File: src/rtl/core/lisr_pkg.sv
// ----------------------------------------------------------------------------
// lisr_pkg
// shared types and constants of the stereo linear-interpolation resampler
// ----------------------------------------------------------------------------
package lisr_pkg;

   localparam int SAMPLE_W  = 16;
   localparam int RATE_W    = 18;
   localparam int LIMIT_W   = 16;
   localparam int FRAC_W    = 16;
   localparam int STEP_W    = 21;
   localparam int CSR_IDX_W = 2;
   localparam int QUO_W     = RATE_W + FRAC_W;
   localparam int REM_W     = RATE_W;
   localparam int DIV_CNT_W = 6;
   localparam int BURST_W   = 5;

   localparam logic [DIV_CNT_W-1:0] DIV_STEPS = DIV_CNT_W'(QUO_W);
   localparam logic [STEP_W-1:0]    STEP_MAX  = 21'h1FFFFF;
   localparam logic [STEP_W-1:0]    STEP_ONE  = 21'h10000;
   localparam logic [BURST_W-1:0]   BURST_MAX = 5'd25;

   localparam logic [RATE_W-1:0]  RATE_RESET  = 18'd48000;
   localparam logic [LIMIT_W-1:0] LIMIT_RESET = 16'd4096;

   localparam logic [CSR_IDX_W-1:0] CSR_SOURCE_RATE = 2'd0;
   localparam logic [CSR_IDX_W-1:0] CSR_TARGET_RATE = 2'd1;
   localparam logic [CSR_IDX_W-1:0] CSR_OUT_LIMIT   = 2'd2;

   typedef enum logic [1:0] {
      MODE_INTERP,
      MODE_PASS,
      MODE_SILENT
   } mode_type;

   typedef enum logic [1:0] {
      ST_IDLE,
      ST_EVAL,
      ST_FINISH,
      ST_MARK
   } state_type;

   typedef struct packed {
      logic load;
      logic emit;
      logic jump;
      logic finish;
      logic mark;
   } cmd_type;

   typedef struct packed {
      logic emit;
      logic cap;
      logic out_free;
      logic need_marker;
      logic step_busy;
   } status_type;

endpackage

File: src/rtl/core/lisr_req_if.sv
// ----------------------------------------------------------------------------
// lisr_req_if
// input frame channel: valid/ready handshake with one stereo frame
// ----------------------------------------------------------------------------
interface lisr_req_if;
   logic                                 valid;
   logic                                 ready;
   logic signed [lisr_pkg::SAMPLE_W-1:0] left_in;
   logic signed [lisr_pkg::SAMPLE_W-1:0] right_in;
   logic                                 first_frame;
   logic                                 last_frame;

   modport source (
      output valid, left_in, right_in, first_frame, last_frame,
      input  ready
   );

   modport sink (
      input  valid, left_in, right_in, first_frame, last_frame,
      output ready
   );
endinterface

File: src/rtl/core/lisr_rsp_if.sv
// ----------------------------------------------------------------------------
// lisr_rsp_if
// result channel: valid/ready handshake with one output frame or marker
// ----------------------------------------------------------------------------
interface lisr_rsp_if;
   logic                                 valid;
   logic                                 ready;
   logic signed [lisr_pkg::SAMPLE_W-1:0] left_out;
   logic signed [lisr_pkg::SAMPLE_W-1:0] right_out;
   logic                                 sample_valid;
   logic                                 run_done;
   logic [lisr_pkg::LIMIT_W-1:0]         frames_written;

   modport source (
      output valid, left_out, right_out, sample_valid, run_done, frames_written,
      input  ready
   );

   modport sink (
      input  valid, left_out, right_out, sample_valid, run_done, frames_written,
      output ready
   );
endinterface

File: src/rtl/core/lisr_csr_step.sv
// ----------------------------------------------------------------------------
// lisr_csr_step
// configuration registers and serial divider forming the q16 step and mode
// ----------------------------------------------------------------------------
module lisr_csr_step (
   input  logic                                clock,
   input  logic                                reset,
   input  logic                                csr_write_enable,
   input  logic [lisr_pkg::CSR_IDX_W-1:0]      csr_index,
   input  logic [lisr_pkg::RATE_W-1:0]         csr_write_data,
   output logic [lisr_pkg::LIMIT_W-1:0]        out_limit,
   output logic [lisr_pkg::STEP_W-1:0]         step,
   output lisr_pkg::mode_type                  mode,
   output logic                                busy
);

   logic [lisr_pkg::RATE_W-1:0]    src_ff, src_in;
   logic [lisr_pkg::RATE_W-1:0]    dst_ff, dst_in;
   logic [lisr_pkg::LIMIT_W-1:0]   limit_ff, limit_in;
   logic                           start_ff, start_in;
   logic                           run_ff, run_in;
   logic [lisr_pkg::DIV_CNT_W-1:0] iter_ff, iter_in;
   logic [lisr_pkg::REM_W-1:0]     rem_ff, rem_in;
   logic [lisr_pkg::QUO_W-1:0]     dvd_ff, dvd_in;
   logic [lisr_pkg::QUO_W-1:0]     quo_ff, quo_in;
   logic [lisr_pkg::STEP_W-1:0]    step_ff, step_in;
   lisr_pkg::mode_type             mode_ff, mode_in;

   logic [lisr_pkg::REM_W:0] trial;
   logic [lisr_pkg::REM_W:0] trial_diff;
   logic                     fits;

   always_comb begin
      trial      = {rem_ff, dvd_ff[lisr_pkg::QUO_W-1]};
      trial_diff = trial - {1'b0, dst_ff};
      fits       = trial >= {1'b0, dst_ff};

      src_in   = src_ff;
      dst_in   = dst_ff;
      limit_in = limit_ff;
      start_in = 1'b0;
      run_in   = run_ff;
      iter_in  = iter_ff;
      rem_in   = rem_ff;
      dvd_in   = dvd_ff;
      quo_in   = quo_ff;
      step_in  = step_ff;
      mode_in  = mode_ff;

      if (csr_write_enable) begin
         unique case (csr_index)
            lisr_pkg::CSR_SOURCE_RATE: begin
               src_in   = csr_write_data;
               start_in = 1'b1;
            end
            lisr_pkg::CSR_TARGET_RATE: begin
               dst_in   = csr_write_data;
               start_in = 1'b1;
            end
            lisr_pkg::CSR_OUT_LIMIT: begin
               limit_in = csr_write_data[lisr_pkg::LIMIT_W-1:0];
            end
            default: begin
            end
         endcase
      end

      if (start_ff) begin
         run_in  = 1'b1;
         iter_in = lisr_pkg::DIV_STEPS;
         rem_in  = '0;
         dvd_in  = {src_ff, {lisr_pkg::FRAC_W{1'b0}}};
         quo_in  = '0;
      end else if (run_ff) begin
         if (iter_ff != '0) begin
            iter_in = iter_ff - 1'b1;
            rem_in  = fits ? trial_diff[lisr_pkg::REM_W-1:0] : trial[lisr_pkg::REM_W-1:0];
            dvd_in  = {dvd_ff[lisr_pkg::QUO_W-2:0], 1'b0};
            quo_in  = {quo_ff[lisr_pkg::QUO_W-2:0], fits};
         end else begin
            run_in = 1'b0;
            if (|quo_ff[lisr_pkg::QUO_W-1:lisr_pkg::STEP_W]) begin
               step_in = lisr_pkg::STEP_MAX;
            end else begin
               step_in = quo_ff[lisr_pkg::STEP_W-1:0];
            end
            if (src_ff == '0 || dst_ff == '0) begin
               mode_in = lisr_pkg::MODE_SILENT;
               step_in = '0;
            end else if (src_ff == dst_ff) begin
               mode_in = lisr_pkg::MODE_PASS;
            end else begin
               mode_in = lisr_pkg::MODE_INTERP;
            end
         end
      end
   end

   always_ff @(posedge clock) begin
      if (reset) begin
         src_ff   <= lisr_pkg::RATE_RESET;
         dst_ff   <= lisr_pkg::RATE_RESET;
         limit_ff <= lisr_pkg::LIMIT_RESET;
         start_ff <= 1'b0;
         run_ff   <= 1'b0;
         iter_ff  <= '0;
         step_ff  <= lisr_pkg::STEP_ONE;
         mode_ff  <= lisr_pkg::MODE_PASS;
      end else begin
         src_ff   <= src_in;
         dst_ff   <= dst_in;
         limit_ff <= limit_in;
         start_ff <= start_in;
         run_ff   <= run_in;
         iter_ff  <= iter_in;
         step_ff  <= step_in;
         mode_ff  <= mode_in;
      end
   end

   always_ff @(posedge clock) begin
      rem_ff <= rem_in;
      dvd_ff <= dvd_in;
      quo_ff <= quo_in;
   end

   assign out_limit = limit_ff;
   assign step      = step_ff;
   assign mode      = mode_ff;
   assign busy      = start_ff | run_ff;

endmodule

File: src/rtl/core/lisr_datapath.sv
// ----------------------------------------------------------------------------
// lisr_datapath
// frame, position and count registers, interpolator and result register
// ----------------------------------------------------------------------------
module lisr_datapath #(
   parameter int MAX_RUN_FRAMES = 65536
) (
   input  logic                                 clock,
   input  logic                                 reset,
   input  lisr_pkg::cmd_type                    cmd,
   output lisr_pkg::status_type                 status,
   input  logic [lisr_pkg::LIMIT_W-1:0]         cfg_limit,
   input  logic [lisr_pkg::STEP_W-1:0]          cfg_step,
   input  lisr_pkg::mode_type                   cfg_mode,
   input  logic                                 step_busy,
   input  logic signed [lisr_pkg::SAMPLE_W-1:0] left_in,
   input  logic signed [lisr_pkg::SAMPLE_W-1:0] right_in,
   input  logic                                 first_frame,
   input  logic                                 last_frame,
   input  logic                                 rsp_ready,
   output logic                                 rsp_valid,
   output logic signed [lisr_pkg::SAMPLE_W-1:0] left_out,
   output logic signed [lisr_pkg::SAMPLE_W-1:0] right_out,
   output logic                                 sample_valid,
   output logic                                 run_done,
   output logic [lisr_pkg::LIMIT_W-1:0]         frames_written
);

   localparam int IDX_W = $clog2(MAX_RUN_FRAMES + 1);
   localparam int PI_W  = $clog2(MAX_RUN_FRAMES + 32);
   localparam int POS_W = PI_W + lisr_pkg::FRAC_W;
   localparam int SW    = lisr_pkg::SAMPLE_W;
   localparam logic [IDX_W-1:0] IDX_END = IDX_W'(MAX_RUN_FRAMES);

   logic signed [SW-1:0]           cur_left_ff, cur_left_in;
   logic signed [SW-1:0]           cur_right_ff, cur_right_in;
   logic                           last_ff, last_in;
   logic signed [SW-1:0]           prev_left_ff, prev_left_in;
   logic signed [SW-1:0]           prev_right_ff, prev_right_in;
   logic                           have_prev_ff, have_prev_in;
   logic [POS_W-1:0]               pos_ff, pos_in;
   logic [IDX_W-1:0]               idx_ff, idx_in;
   logic [lisr_pkg::LIMIT_W-1:0]   cnt_ff, cnt_in;
   logic [lisr_pkg::STEP_W-1:0]    step_ff, step_in;
   lisr_pkg::mode_type             mode_ff, mode_in;
   logic [lisr_pkg::BURST_W-1:0]   burst_ff, burst_in;
   logic                           out_valid_ff, out_valid_in;
   logic signed [SW-1:0]           out_left_ff, out_left_in;
   logic signed [SW-1:0]           out_right_ff, out_right_in;
   logic                           out_sample_ff, out_sample_in;
   logic                           out_done_ff, out_done_in;
   logic [lisr_pkg::LIMIT_W-1:0]   out_count_ff, out_count_in;

   logic                           in_range;
   logic [PI_W-1:0]                pos_int;
   logic [PI_W-1:0]                idx_prev;
   logic                           interp_due;
   logic                           pass_due;
   logic [POS_W-1:0]               pos_next;
   logic [lisr_pkg::LIMIT_W-1:0]   cnt_next;
   logic [lisr_pkg::BURST_W-1:0]   burst_next;
   logic                           more_due;
   logic signed [SW:0]             diff_left, diff_right;
   logic signed [lisr_pkg::FRAC_W:0] frac_s;
   logic signed [2*SW+1:0]         prod_left, prod_right;
   logic signed [SW+1:0]           sum_left, sum_right;
   logic signed [SW-1:0]           lerp_left, lerp_right;

   always_comb begin
      in_range   = idx_ff < IDX_END;
      pos_int    = pos_ff[POS_W-1:lisr_pkg::FRAC_W];
      idx_prev   = PI_W'(idx_ff) - 1'b1;
      interp_due = in_range && (mode_ff == lisr_pkg::MODE_INTERP) && (idx_ff != '0)
                   && (cnt_ff < cfg_limit) && (pos_int == idx_prev);
      pass_due   = in_range && (mode_ff == lisr_pkg::MODE_PASS) && (burst_ff == '0)
                   && (cnt_ff < cfg_limit);

      pos_next   = pos_ff + POS_W'(step_ff);
      cnt_next   = cnt_ff + 1'b1;
      burst_next = burst_ff + 1'b1;
      more_due   = (mode_ff == lisr_pkg::MODE_INTERP) && (cnt_next < cfg_limit)
                   && (pos_next[POS_W-1:lisr_pkg::FRAC_W] == idx_prev)
                   && (burst_next < lisr_pkg::BURST_MAX);

      diff_left  = (SW+1)'(cur_left_ff) - (SW+1)'(prev_left_ff);
      diff_right = (SW+1)'(cur_right_ff) - (SW+1)'(prev_right_ff);
      frac_s     = $signed({1'b0, pos_ff[lisr_pkg::FRAC_W-1:0]});
      prod_left  = diff_left * frac_s;
      prod_right = diff_right * frac_s;
      sum_left   = (SW+2)'(prev_left_ff) + prod_left[2*SW+1:lisr_pkg::FRAC_W];
      sum_right  = (SW+2)'(prev_right_ff) + prod_right[2*SW+1:lisr_pkg::FRAC_W];
      lerp_left  = sum_left[SW-1:0];
      lerp_right = sum_right[SW-1:0];

      status.emit        = (interp_due && (burst_ff < lisr_pkg::BURST_MAX)) || pass_due;
      status.cap         = interp_due && (burst_ff >= lisr_pkg::BURST_MAX);
      status.out_free    = !out_valid_ff || rsp_ready;
      status.need_marker = last_ff && (burst_ff == '0);
      status.step_busy   = step_busy;
   end

   always_comb begin
      cur_left_in   = cur_left_ff;
      cur_right_in  = cur_right_ff;
      last_in       = last_ff;
      prev_left_in  = prev_left_ff;
      prev_right_in = prev_right_ff;
      have_prev_in  = have_prev_ff;
      pos_in        = pos_ff;
      idx_in        = idx_ff;
      cnt_in        = cnt_ff;
      step_in       = step_ff;
      mode_in       = mode_ff;
      burst_in      = burst_ff;
      out_valid_in  = out_valid_ff && !rsp_ready;
      out_left_in   = out_left_ff;
      out_right_in  = out_right_ff;
      out_sample_in = out_sample_ff;
      out_done_in   = out_done_ff;
      out_count_in  = out_count_ff;

      if (cmd.load) begin
         cur_left_in  = left_in;
         cur_right_in = right_in;
         last_in      = last_frame;
         burst_in     = '0;
         if (first_frame || !have_prev_ff) begin
            pos_in       = '0;
            idx_in       = '0;
            cnt_in       = '0;
            step_in      = cfg_step;
            mode_in      = cfg_mode;
            have_prev_in = 1'b0;
         end
      end

      if (cmd.emit) begin
         cnt_in        = cnt_next;
         burst_in      = burst_next;
         out_valid_in  = 1'b1;
         out_sample_in = 1'b1;
         out_done_in   = last_ff && !more_due;
         out_count_in  = cnt_next;
         if (mode_ff == lisr_pkg::MODE_PASS) begin
            out_left_in  = cur_left_ff;
            out_right_in = cur_right_ff;
         end else begin
            out_left_in  = lerp_left;
            out_right_in = lerp_right;
            pos_in       = pos_next;
         end
      end

      if (cmd.jump) begin
         pos_in = {PI_W'(idx_ff), {lisr_pkg::FRAC_W{1'b0}}};
      end

      if (cmd.finish) begin
         if (in_range) begin
            prev_left_in  = cur_left_ff;
            prev_right_in = cur_right_ff;
            idx_in        = idx_ff + 1'b1;
         end
         have_prev_in = !last_ff;
      end

      if (cmd.mark) begin
         out_valid_in  = 1'b1;
         out_left_in   = '0;
         out_right_in  = '0;
         out_sample_in = 1'b0;
         out_done_in   = 1'b1;
         out_count_in  = cnt_ff;
      end
   end

   always_ff @(posedge clock) begin
      if (reset) begin
         prev_left_ff  <= '0;
         prev_right_ff <= '0;
         have_prev_ff  <= 1'b0;
         pos_ff        <= '0;
         idx_ff        <= '0;
         cnt_ff        <= '0;
         step_ff       <= lisr_pkg::STEP_ONE;
         mode_ff       <= lisr_pkg::MODE_INTERP;
         burst_ff      <= '0;
         out_valid_ff  <= 1'b0;
      end else begin
         prev_left_ff  <= prev_left_in;
         prev_right_ff <= prev_right_in;
         have_prev_ff  <= have_prev_in;
         pos_ff        <= pos_in;
         idx_ff        <= idx_in;
         cnt_ff        <= cnt_in;
         step_ff       <= step_in;
         mode_ff       <= mode_in;
         burst_ff      <= burst_in;
         out_valid_ff  <= out_valid_in;
      end
   end

   always_ff @(posedge clock) begin
      cur_left_ff   <= cur_left_in;
      cur_right_ff  <= cur_right_in;
      last_ff       <= last_in;
      out_left_ff   <= out_left_in;
      out_right_ff  <= out_right_in;
      out_sample_ff <= out_sample_in;
      out_done_ff   <= out_done_in;
      out_count_ff  <= out_count_in;
   end

   assign rsp_valid      = out_valid_ff;
   assign left_out       = out_left_ff;
   assign right_out      = out_right_ff;
   assign sample_valid   = out_sample_ff;
   assign run_done       = out_done_ff;
   assign frames_written = out_count_ff;

endmodule

File: src/rtl/core/lisr_ctrl.sv
// ----------------------------------------------------------------------------
// lisr_ctrl
// sequencer: accepts a frame, walks its output burst, closes the frame
// ----------------------------------------------------------------------------
module lisr_ctrl (
   input  logic                 clock,
   input  logic                 reset,
   input  logic                 req_valid,
   output logic                 req_ready,
   input  lisr_pkg::status_type status,
   output lisr_pkg::cmd_type    cmd
);

   lisr_pkg::state_type state_ff, state_in;

   always_ff @(posedge clock) begin
      if (reset) begin
         state_ff <= lisr_pkg::ST_IDLE;
      end else begin
         state_ff <= state_in;
      end
   end

   always_comb begin
      state_in  = state_ff;
      req_ready = 1'b0;
      cmd       = '0;

      unique case (state_ff)
         lisr_pkg::ST_IDLE: begin
            req_ready = !status.step_busy;
            if (req_valid && !status.step_busy) begin
               cmd.load = 1'b1;
               state_in = lisr_pkg::ST_EVAL;
            end
         end
         lisr_pkg::ST_EVAL: begin
            if (status.emit) begin
               cmd.emit = status.out_free;
            end else if (status.cap) begin
               cmd.jump = 1'b1;
               state_in = lisr_pkg::ST_FINISH;
            end else begin
               state_in = lisr_pkg::ST_FINISH;
            end
         end
         lisr_pkg::ST_FINISH: begin
            cmd.finish = 1'b1;
            state_in   = status.need_marker ? lisr_pkg::ST_MARK : lisr_pkg::ST_IDLE;
         end
         lisr_pkg::ST_MARK: begin
            if (status.out_free) begin
               cmd.mark = 1'b1;
               state_in = lisr_pkg::ST_IDLE;
            end
         end
         default: begin
            state_in = lisr_pkg::ST_IDLE;
         end
      endcase
   end

endmodule

File: src/rtl/core/linear_interp_stereo_resampler.sv
// ----------------------------------------------------------------------------
// linear_interp_stereo_resampler
// stereo linear-interpolation sample rate converter with q17.16 position
// ----------------------------------------------------------------------------
// req carries one 16-bit stereo frame per transfer, with first_frame and
// last_frame marking the run; rsp carries output frames, and the final result
// of a run sets run_done (a marker-only result has sample_valid low).
// csr_* writes source_rate, target_rate and out_limit; a rate write starts a
// bit-serial divide, during which req_ready is low.
// A frame yields n outputs (at most 25), or a marker when a last frame has
// none; its first output passes the frame registers and then the result
// register; the rest follow one per cycle unless the receiver stalls.
// rsp has a result register: a new frame is taken while a result waits, and a
// stalled receiver holds the burst one output at a time.
// Reset loads 48000 Hz for both rates, an output limit of 4096 and no run.
// ----------------------------------------------------------------------------
module linear_interp_stereo_resampler #(
   parameter int MAX_RUN_FRAMES = 65536
) (
   input  logic                           clock,
   input  logic                           reset,
   lisr_req_if.sink                       req,
   lisr_rsp_if.source                     rsp,
   input  logic                           csr_write_enable,
   input  logic [lisr_pkg::CSR_IDX_W-1:0] csr_index,
   input  logic [lisr_pkg::RATE_W-1:0]    csr_write_data
);

   lisr_pkg::cmd_type              cmd;
   lisr_pkg::status_type           status;
   logic [lisr_pkg::LIMIT_W-1:0]   cfg_limit;
   logic [lisr_pkg::STEP_W-1:0]    cfg_step;
   lisr_pkg::mode_type             cfg_mode;
   logic                           step_busy;

   lisr_csr_step u_csr_step (
      .clock            (clock),
      .reset            (reset),
      .csr_write_enable (csr_write_enable),
      .csr_index        (csr_index),
      .csr_write_data   (csr_write_data),
      .out_limit        (cfg_limit),
      .step             (cfg_step),
      .mode             (cfg_mode),
      .busy             (step_busy)
   );

   lisr_ctrl u_ctrl (
      .clock     (clock),
      .reset     (reset),
      .req_valid (req.valid),
      .req_ready (req.ready),
      .status    (status),
      .cmd       (cmd)
   );

   lisr_datapath #(
      .MAX_RUN_FRAMES (MAX_RUN_FRAMES)
   ) u_datapath (
      .clock          (clock),
      .reset          (reset),
      .cmd            (cmd),
      .status         (status),
      .cfg_limit      (cfg_limit),
      .cfg_step       (cfg_step),
      .cfg_mode       (cfg_mode),
      .step_busy      (step_busy),
      .left_in        (req.left_in),
      .right_in       (req.right_in),
      .first_frame    (req.first_frame),
      .last_frame     (req.last_frame),
      .rsp_ready      (rsp.ready),
      .rsp_valid      (rsp.valid),
      .left_out       (rsp.left_out),
      .right_out      (rsp.right_out),
      .sample_valid   (rsp.sample_valid),
      .run_done       (rsp.run_done),
      .frames_written (rsp.frames_written)
   );

endmodule
File: src/flat_wrapper.sv
// flat-port wrapper written by rule: the top's interface ports become plain ports
module linear_interp_stereo_resampler_flat 
#(
   parameter int MAX_RUN_FRAMES = 65536
)
  (clock, reset, csr_write_enable, csr_index, csr_write_data, req_valid, req_left_in, req_right_in, req_first_frame, req_last_frame, req_ready, rsp_valid, rsp_left_out, rsp_right_out, rsp_sample_valid, rsp_run_done, rsp_frames_written, rsp_ready);
  lisr_req_if req_i ();
  lisr_rsp_if rsp_i ();
  input  logic clock;
  input  logic reset;
  input  logic csr_write_enable;
  input  logic [lisr_pkg::CSR_IDX_W-1:0] csr_index;
  input  logic [lisr_pkg::RATE_W-1:0] csr_write_data;
  input wire logic [$bits(req_i.valid)-1:0] req_valid;
  input wire logic [$bits(req_i.left_in)-1:0] req_left_in;
  input wire logic [$bits(req_i.right_in)-1:0] req_right_in;
  input wire logic [$bits(req_i.first_frame)-1:0] req_first_frame;
  input wire logic [$bits(req_i.last_frame)-1:0] req_last_frame;
  output wire logic [$bits(req_i.ready)-1:0] req_ready;
  output wire logic [$bits(rsp_i.valid)-1:0] rsp_valid;
  output wire logic [$bits(rsp_i.left_out)-1:0] rsp_left_out;
  output wire logic [$bits(rsp_i.right_out)-1:0] rsp_right_out;
  output wire logic [$bits(rsp_i.sample_valid)-1:0] rsp_sample_valid;
  output wire logic [$bits(rsp_i.run_done)-1:0] rsp_run_done;
  output wire logic [$bits(rsp_i.frames_written)-1:0] rsp_frames_written;
  input wire logic [$bits(rsp_i.ready)-1:0] rsp_ready;
  assign req_i.valid = req_valid;
  assign req_i.left_in = req_left_in;
  assign req_i.right_in = req_right_in;
  assign req_i.first_frame = req_first_frame;
  assign req_i.last_frame = req_last_frame;
  assign req_ready = req_i.ready;
  assign rsp_valid = rsp_i.valid;
  assign rsp_left_out = rsp_i.left_out;
  assign rsp_right_out = rsp_i.right_out;
  assign rsp_sample_valid = rsp_i.sample_valid;
  assign rsp_run_done = rsp_i.run_done;
  assign rsp_frames_written = rsp_i.frames_written;
  assign rsp_i.ready = rsp_ready;
  linear_interp_stereo_resampler #(.MAX_RUN_FRAMES(MAX_RUN_FRAMES)) u_core (.clock(clock), .reset(reset), .req(req_i), .rsp(rsp_i), .csr_write_enable(csr_write_enable), .csr_index(csr_index), .csr_write_data(csr_write_data));
endmodule
File: config.mk
export PLATFORM = sky130hd
export DESIGN_NAME = linear_interp_stereo_resampler_flat
export DESIGN_NICKNAME = d
export VERILOG_FILES = /design/src/rtl/core/lisr_pkg.sv /design/src/rtl/core/lisr_req_if.sv /design/src/rtl/core/lisr_rsp_if.sv /design/src/rtl/core/lisr_csr_step.sv /design/src/rtl/core/lisr_datapath.sv /design/src/rtl/core/lisr_ctrl.sv /design/src/rtl/core/linear_interp_stereo_resampler.sv /design/src/flat_wrapper.sv
export SDC_FILE = /design/constraint.sdc
export NUM_CORES = 2
export LEC_CHECK = 0
export BUFFER_PORTS_ARGS = -buffer_cell sky130_fd_sc_hd__buf_2
export CORE_ASPECT_RATIO = 1.4
export CORE_MARGIN = 2
export CORE_UTILIZATION = 47
export DETAILED_ROUTE_END_ITERATION = 12
export MAX_ROUTING_LAYER = met4
export PLACE_DENSITY_LB_ADDON = 0.05
export SLEW_MARGIN = 10
export SYNTH_ARGS = -nofsm -noshare
export SYNTH_HDL_FRONTEND = slang
export SYNTH_SLANG_ARGS = --single-unit
File: constraint.sdc
create_clock -name clock -period 21.9 [get_ports clock]
set_input_delay 3.285 -clock clock [delete_from_list [all_inputs] [get_ports clock]]
set_output_delay 3.285 -clock clock [all_outputs]
set_load 0.02 [all_outputs]
==> Yosys cells after proc, flatten, opt, wreduce, memory -nomap -nowiden <==
Cells that the tools add are included.
{ "totals": {"input_bits": 59, "elab_cells": 178, "regBits": 366, "out_inout_bits": 52} }
{ "classes": {"reduce_logical": 57, "bitwise_logic": 4, "n_lt_le_gt_ge": 7, "n_mux": 53, "mul": 2, "n_eq_ne": 12, "add_sub_neg": 11} }
{ "ops": {"columns": ["operator", "count"], "rows": [
  ["33-bit two-way mux", 5],
  ["16-bit two-way mux", 7],
  ["34-bit two-way mux", 3],
  ["17-bit two-way mux", 4],
  ["17-bit by 17-bit multiplier with 32-bit output", 2],
  ["21-bit two-way mux", 2],
  ["18-bit logical NOT", 2],
  ["17-bit equality test", 2],
  ["16-bit by 16-bit subtractor with 17-bit output", 2],
  ["33-bit by 21-bit adder with 33-bit output", 1],
  ["16-bit adder", 2],
  ["16-bit < comparator", 2],
  ["19-bit by 18-bit greater-or-equal comparator with 1-bit output", 1],
  ["1-bit two-way mux", 19],
  ["18-bit equality test", 1],
  ["18-bit two-way mux", 1],
  ["6-bit two-way mux", 3],
  ["2-bit AND reduction", 9],
  ["18-bit subtractor", 1],
  ["17-bit by 1-bit adder with 17-bit output, second input constant", 1],
  ["17-bit < comparator, second input constant", 1],
  ["17-bit nonzero test", 1],
  ["17-bit by 1-bit subtractor with 17-bit output, second input constant", 1],
  ["16-bit by 1-bit adder with 16-bit output, second input constant", 1],
  ["22 further kinds", 72]
]} }

==> Depth between registers and ports, before layout <==
{ "depth": {"ltp_word": 11, "ltp_mapped": 45, "mapped_depth_nobuf": 45} }

==> By module <==
Synthesis repeated with hierarchy kept, for this count alone.
{ "unflattened": {"cells_unflattened": 4781, "hier_area_um2": 40911.7} }
{ "by_module_without_submodules": {"columns": ["mod", "seq_area_each_um2", "cells_per_inst", "area_each_um2", "n_inst"], "rows": [
  ["lisr_datapath", 4714.5, 3912, 33475.9, 1],
  ["lisr_csr_step", 3243.1, 852, 7309.5, 1],
  ["lisr_ctrl", 40.0, 17, 126.4, 1]
]} }

==> Worst setup path before layout <==
Ideal clock, no wire load.
{ "synth_timing": {"path_kind": "reg-to-reg", "from": "register u_core.u_datapath.prev_left_ff[1]", "to": "register u_core.u_datapath.out_left_ff[13], in the netlist u_core.u_datapath.left_out[13]", "stages_incl_launch_ff": 43, "path_buffers": 1, "period_less_slack_ps": 9254, "setup_ps": 74, "arrival_time_ps": 9180, "setup_slack_ps": 12646, "required_ps": 21826, "cell_sequence": "dfxtp_1 > inv_1 > ha_1 > nor2b_1 > o21ai_0 > a21boi_0 > o21ai_0 > a21oi_1 > a311oi_1 > xnor2_1 > clkbuf_1 > nand2_1 > fa_1 > fa_1 > inv_1 > fa_1 > fa_1 > fa_1 > [7 not listed] > nand2b_1 > a21o_1 > a21o_1 > a21oi_1 > inv_1 > a21oi_1 > xnor2_1 > ha_1 > a211oi_1 > o211ai_1 > a31o_2 > a21o_1 > a21o_1 > a2111oi_0 > nor2_1 > xor2_1 > nand2_1 > a31oi_1"} }
{ "synth_between": {"elab_chain_len": 4} }
{ "synth_lines": {"columns": ["item", "line_no", "rtl"], "rows": [
  ["start, declared", "lisr_datapath.sv:38", "logic signed [SW-1:0] prev_left_ff, prev_left_in;"],
  ["start signal, assigned", "lisr_datapath.sv:190", "prev_left_ff <= prev_left_in;"],
  ["16-bit by 16-bit subtractor with 17-bit output", "lisr_datapath.sv:85", "diff_left = (SW+1)'(cur_left_ff) - (SW+1)'(prev_left_ff);"],
  ["17-bit by 17-bit multiplier with 32-bit output", "lisr_datapath.sv:88", "prod_left = diff_left * frac_s;"],
  ["16-bit adder (*)", "lisr_datapath.sv:90", "sum_left = (SW+2)'(prev_left_ff) + prod_left[2*SW+1:lisr_pkg::FRAC_W];"],
  ["16-bit two-way mux (*)", "lisr_datapath.sv:144", "if (mode_ff == lisr_pkg::MODE_PASS) begin"],
  ["end signal, assigned", "lisr_datapath.sv:207", "out_left_ff <= out_left_in;"],
  ["end, declared", "lisr_datapath.sv:48", "logic signed [SW-1:0] out_left_ff, out_left_in;"]
]} }
Every way passes the cells marked *; elsewhere a longest branch is shown, timed or not.
A chain may end at the register's enable or synchronous reset.

==> Worst setup path after layout <==
Same ends and word-level chain as after synthesis.

==> qor.json <==
{
  "final_layout": {
    "layout-drive-gt1-share_pct": 6.43,
    "layout_common_cells": "sky130_fd_sc_hd__inv_1 (774), sky130_fd_sc_hd__nand2_1 (641), sky130_fd_sc_hd__fa_1 (536), sky130_fd_sc_hd__ha_1 (306), sky130_fd_sc_hd__dfxtp_1 (299)",
    "stdcell_area_sq_mm": 0.0431,
    "fillerInstances": 8221,
    "layout.cells.non_filler": 5747,
    "finalNetCount": 5526,
    "mostFrequentLayoutCell": "sky130_fd_sc_hd__inv_1",
    "flow.area_growth_from_synthesis_pct": 7.37
  },
  "global_routing": {
    "grt.met3_usage_pct": 3.17,
    "vias_in_the_first_global_route": 32114,
    "globalRoute.totalOverflow": 0,
    "grt_use_met1_pct": 31.4,
    "grt_start_max_net_pins": 85,
    "top_usage_layer": "met2",
    "use_met2_pct": 47.2,
    "globalRouteTotalUtil_pct": 26.9,
    "number_of_antenna_violations_at_the_first_check_in_global_routing": 11,
    "first_pass_grt_wire_length_um": 179000
  },
  "clock_tree": {
    "total_clock_buffers_created_by_cts": 36,
    "cts_resized": 0,
    "clkSlewWorstSetupHoldPaths_ns": 0.07,
    "cts-root-buf": "sky130_fd_sc_hd__clkbuf_16",
    "clock_insertion_delay_worst_skew_ns": 0.56,
    "post-cts-setup-buffers": 0,
    "clock_tree.htree_level_count": 2,
    "clock_tree_from_tritoncts": "done",
    "max-clock-path-buffers": 3,
    "ctsHoldBuffers": 0,
    "clock_sinks": 366
  },
  "power_and_ir_drop": {
    "p_leak_nw": 20.7,
    "ir_worst_vdd_mv": 0.0794,
    "power_density_over_cell_area_mw_per_mm2": 44.7
  },
  "critical_path": {
    "critical_path_class": "reg -> reg",
    "critical-path-max-stage-delay_ns": 0.75,
    "crit-reg2reg-capture": "u_core.u_datapath.left_out[13]$_SDFFE_PP0P_",
    "timing.critical_path.mode_cell": "sky130_fd_sc_hd__fa_1",
    "start_kind": "flop",
    "reg2reg_setup_slack_ns": 11.40,
    "worstRegToRegCells": 41,
    "worstPathMaxFanout": 16,
    "timing.critical_path.slowest_stage_cell": "sky130_fd_sc_hd__xnor2_2",
    "worst-endpoint-required_ns": 22.30,
    "critical_path.endpoint_type": "flop",
    "cp_data_arrival_time_ns": 10.90,
    "r2r-start": "u_core.u_datapath.prev_left_ff[1]$_SDFFE_PP0P_"
  },
  "synthesis": {
    "postSynthNetCount": 5536,
    "synth_top_cell_by_area": "sky130_fd_sc_hd__fa_1",
    "synth_enable_flop_cells": 67,
    "synth_top_family_by_area": "adder cells",
    "synth_simple_gate_area_share_pct": 18.0,
    "flop_and_latch_count_out_of_synthesis": 366,
    "synthAdderAreaFrac_pct": 36.3,
    "synth.area.top_cells": "sky130_fd_sc_hd__fa_1 (27%), sky130_fd_sc_hd__dfxtp_1 (15%), sky130_fd_sc_hd__ha_1 (9.5%), sky130_fd_sc_hd__inv_1 (7.2%), sky130_fd_sc_hd__nand2_1 (6.0%)",
    "ys.warnings.count": 0,
    "yosysSeqAreaShare_pct": 19.9,
    "synth_compound_area_share_pct": 10.4,
    "synth.area.mux_share_pct": 1.03,
    "postSynthCellCount": 4635,
    "synth_async_sr_flop_share_pct": 0,
    "synth_area_sq_mm": 0.0402,
    "synth_cell_types": 85,
    "synth_top_area_share_pct": 26.7,
    "synth-main-ff-cell": "sky130_fd_sc_hd__dfxtp_1",
    "syn_avg_cell_area_sq_um": 8.66,
    "fraction_of_synthesized_cell_area_in_xor_and_xnor_cells_pct": 5.04
  },
  "place": {
    "dpl.cell_count": 5675,
    "post_dp_cell_area_sq_mm": 0.0419,
    "port_buffer_count": 110,
    "gp_congestion": 0.895,
    "dp_hpwl_um": 84400,
    "post-place-ws_ns": 11.32
  },
  "detailed_routing": {
    "wirelength_um": 111000,
    "detailroute.via_count": 30683,
    "first_pass_iteration_count_of_the_detailed_router": 7,
    "route.detailed.vias_per_inst": 5.34,
    "route.antenna.remaining_nets": 0,
    "wire_per_inst_um": 19.3,
    "detail_route.iter0.violations": 1574,
    "drt_drc_violations_left": 0
  },
  "timing": {
    "fin_worst_skew_ns": 0.0286,
    "layout_min_cycle_time_ns": 10.50,
    "finalWorstSetupSlack_ns": 11.40,
    "drv_slew": 0,
    "maxSlewHeadroom_pct": 23.7,
    "max_slew.worst_pin.slew_ns": 1.12,
    "totalNegativeSetupSlack_ns": 0,
    "fin_crit_sh_pct": 47.9,
    "grt_setup_unrepaired": "false",
    "final_hold_viol_count": 0,
    "timing.fmax_mhz": 95.3,
    "report.final.setup_viol": 0
  },
  "floorplan": {
    "core-area_sq_mm": 0.0845,
    "die_w_um": 251,
    "num_rows": 126,
    "die_y_um": 350,
    "initial_core_util_pct": 47.5,
    "design.die.area_sq_mm": 0.0878,
    "boundaryPins": 111
  },
  "hold_path": {
    "worstHoldPathType": "reg -> reg",
    "holdPathStages": 2,
    "min-delay-start": "u_core.u_csr_step.step[17]$_SDFFE_PP0P_",
    "hold-path-endpoint": "u_core.u_datapath.step_ff[17]$_SDFFE_PP0P_"
  },
  "status": {
    "status": "finished, final reports clean"
  },
  "run": {
    "cap_violations": 0
  }
}
area by class of cell:
| class | count | area [sq um] | area share [%] |
|---|---|---|---|
| repair buffers | 177 | 1060 | 2.46 |
| flip-flops and latches | 366 | 8000 | 18.5 |
| well taps | 1088 | 1360 | 3.16 |
| multi-input cells | 3271 | 28500 | 66.2 |
| clock buffers | 50 | 1060 | 2.45 |
| clock inverters | 15 | 198 | 0.458 |
| inverters | 773 | 2900 | 6.73 |
| diodes | 7 | 17.5 | 0.0406 |
routing by layer:
| metal | up-vias | share of wire [%] |
|---|---|---|
| li1 | 14753 | - |
| met1 | 15181 | 40 |
| met2 | 555 | 51 |
| met3 | 194 | 4.4 |
| met4 | 0 | 4.2 |
| met5 | - | 0 |
worst max path at each step:
stage / start / end / cells past startpoint
3_3_place_gp: u_core.u_datapath.prev_right_ff[1]$_SDFFE_PP0P_ / u_core.u_datapath.right_out[15]$_SDFFE_PP0P_ / 41
2_1_floorplan: u_core.u_datapath.prev_left_ff[1]$_SDFFE_PP0P_ / u_core.u_datapath.left_out[13]$_SDFFE_PP0P_ / 42
5_1_grt: u_core.u_datapath.prev_left_ff[1]$_SDFFE_PP0P_ / u_core.u_datapath.left_out[13]$_SDFFE_PP0P_ / 44
6_report: u_core.u_datapath.prev_left_ff[1]$_SDFFE_PP0P_ / u_core.u_datapath.left_out[13]$_SDFFE_PP0P_ / 41
4_1_cts: u_core.u_datapath.prev_right_ff[1]$_SDFFE_PP0P_ / u_core.u_datapath.right_out[15]$_SDFFE_PP0P_ / 41
3_5_place_dp: u_core.u_datapath.prev_right_ff[1]$_SDFFE_PP0P_ / u_core.u_datapath.right_out[15]$_SDFFE_PP0P_ / 41
critical path, delay by kind of cell (launching register included):
family	cells	cell delay (ns)
compound gates	19	4.13
fa+ha+maj	9	3.79
xor+xnor	3	1.11
simple gates	5	0.53
flops	1	0.46
buf+inv	5	0.29
per-stage QoR:
stage	hold slack (ns)	total power [W]	util (%)
after CTS	0.452	0.00195	51.0
after detailed placement	0.444	0.00126	49.5
final	0.449	0.00193	51.0
after global placement	0.440	0.00126	49.5
after global routing	0.465	0.00201	51.0
after floorplan	0.431	0.00105	-
power breakdown:
part	internal [W]	switching, W
Clock	0.000390	0.000290
Combinational	0.000136	0.000326
Sequential	0.000734	0.0000502
Total	0.00126	0.000666
sequential cells by signal, indices dropped and copies added, names as in the netlist, 17 cells and up:
register,cells
u_core.u_csr_step.dst_ff,18
u_core.u_csr_step.dvd_ff,18
u_core.u_csr_step.quo_ff,34
u_core.u_csr_step.rem_ff,18
u_core.u_csr_step.src_ff,18
u_core.u_csr_step.step,21
u_core.u_datapath.idx_ff,17
u_core.u_datapath.pos_ff,33
u_core.u_datapath.step_ff,21
logic make-up (layout without fill, tap and decap cells):
logic type,count (synthesis),count (layout)
other,0,7
adder cells (fa/ha/maj),842,842
buffers and inverters,998,1015
multiplexers,39,39
AND/OR/NAND/NOR,1494,1494
flip-flops,366,366
XOR/XNOR,231,231
AO/OA/AOI/OAI,665,665
cell usage after synthesis (all sizes together), types with 18 or more instances:
cell type and n:
clkbuf 202, a211oi 42, a21o 46, and3 42, nor3 79, o211ai 22
mux2i 21, o21ai 113, xor2 79, buf 23, xnor2 152, nand2 641
ha 306, nand3 88, edfxtp 67, dfxtp 299, fa 536, nor2b 63
a21oi 258, mux2 18, a31oi 27, a22o 40, nand2b 42, inv 773
nor2 189, and2 233, nor4 27
Power figures use the tool's default switching activity.
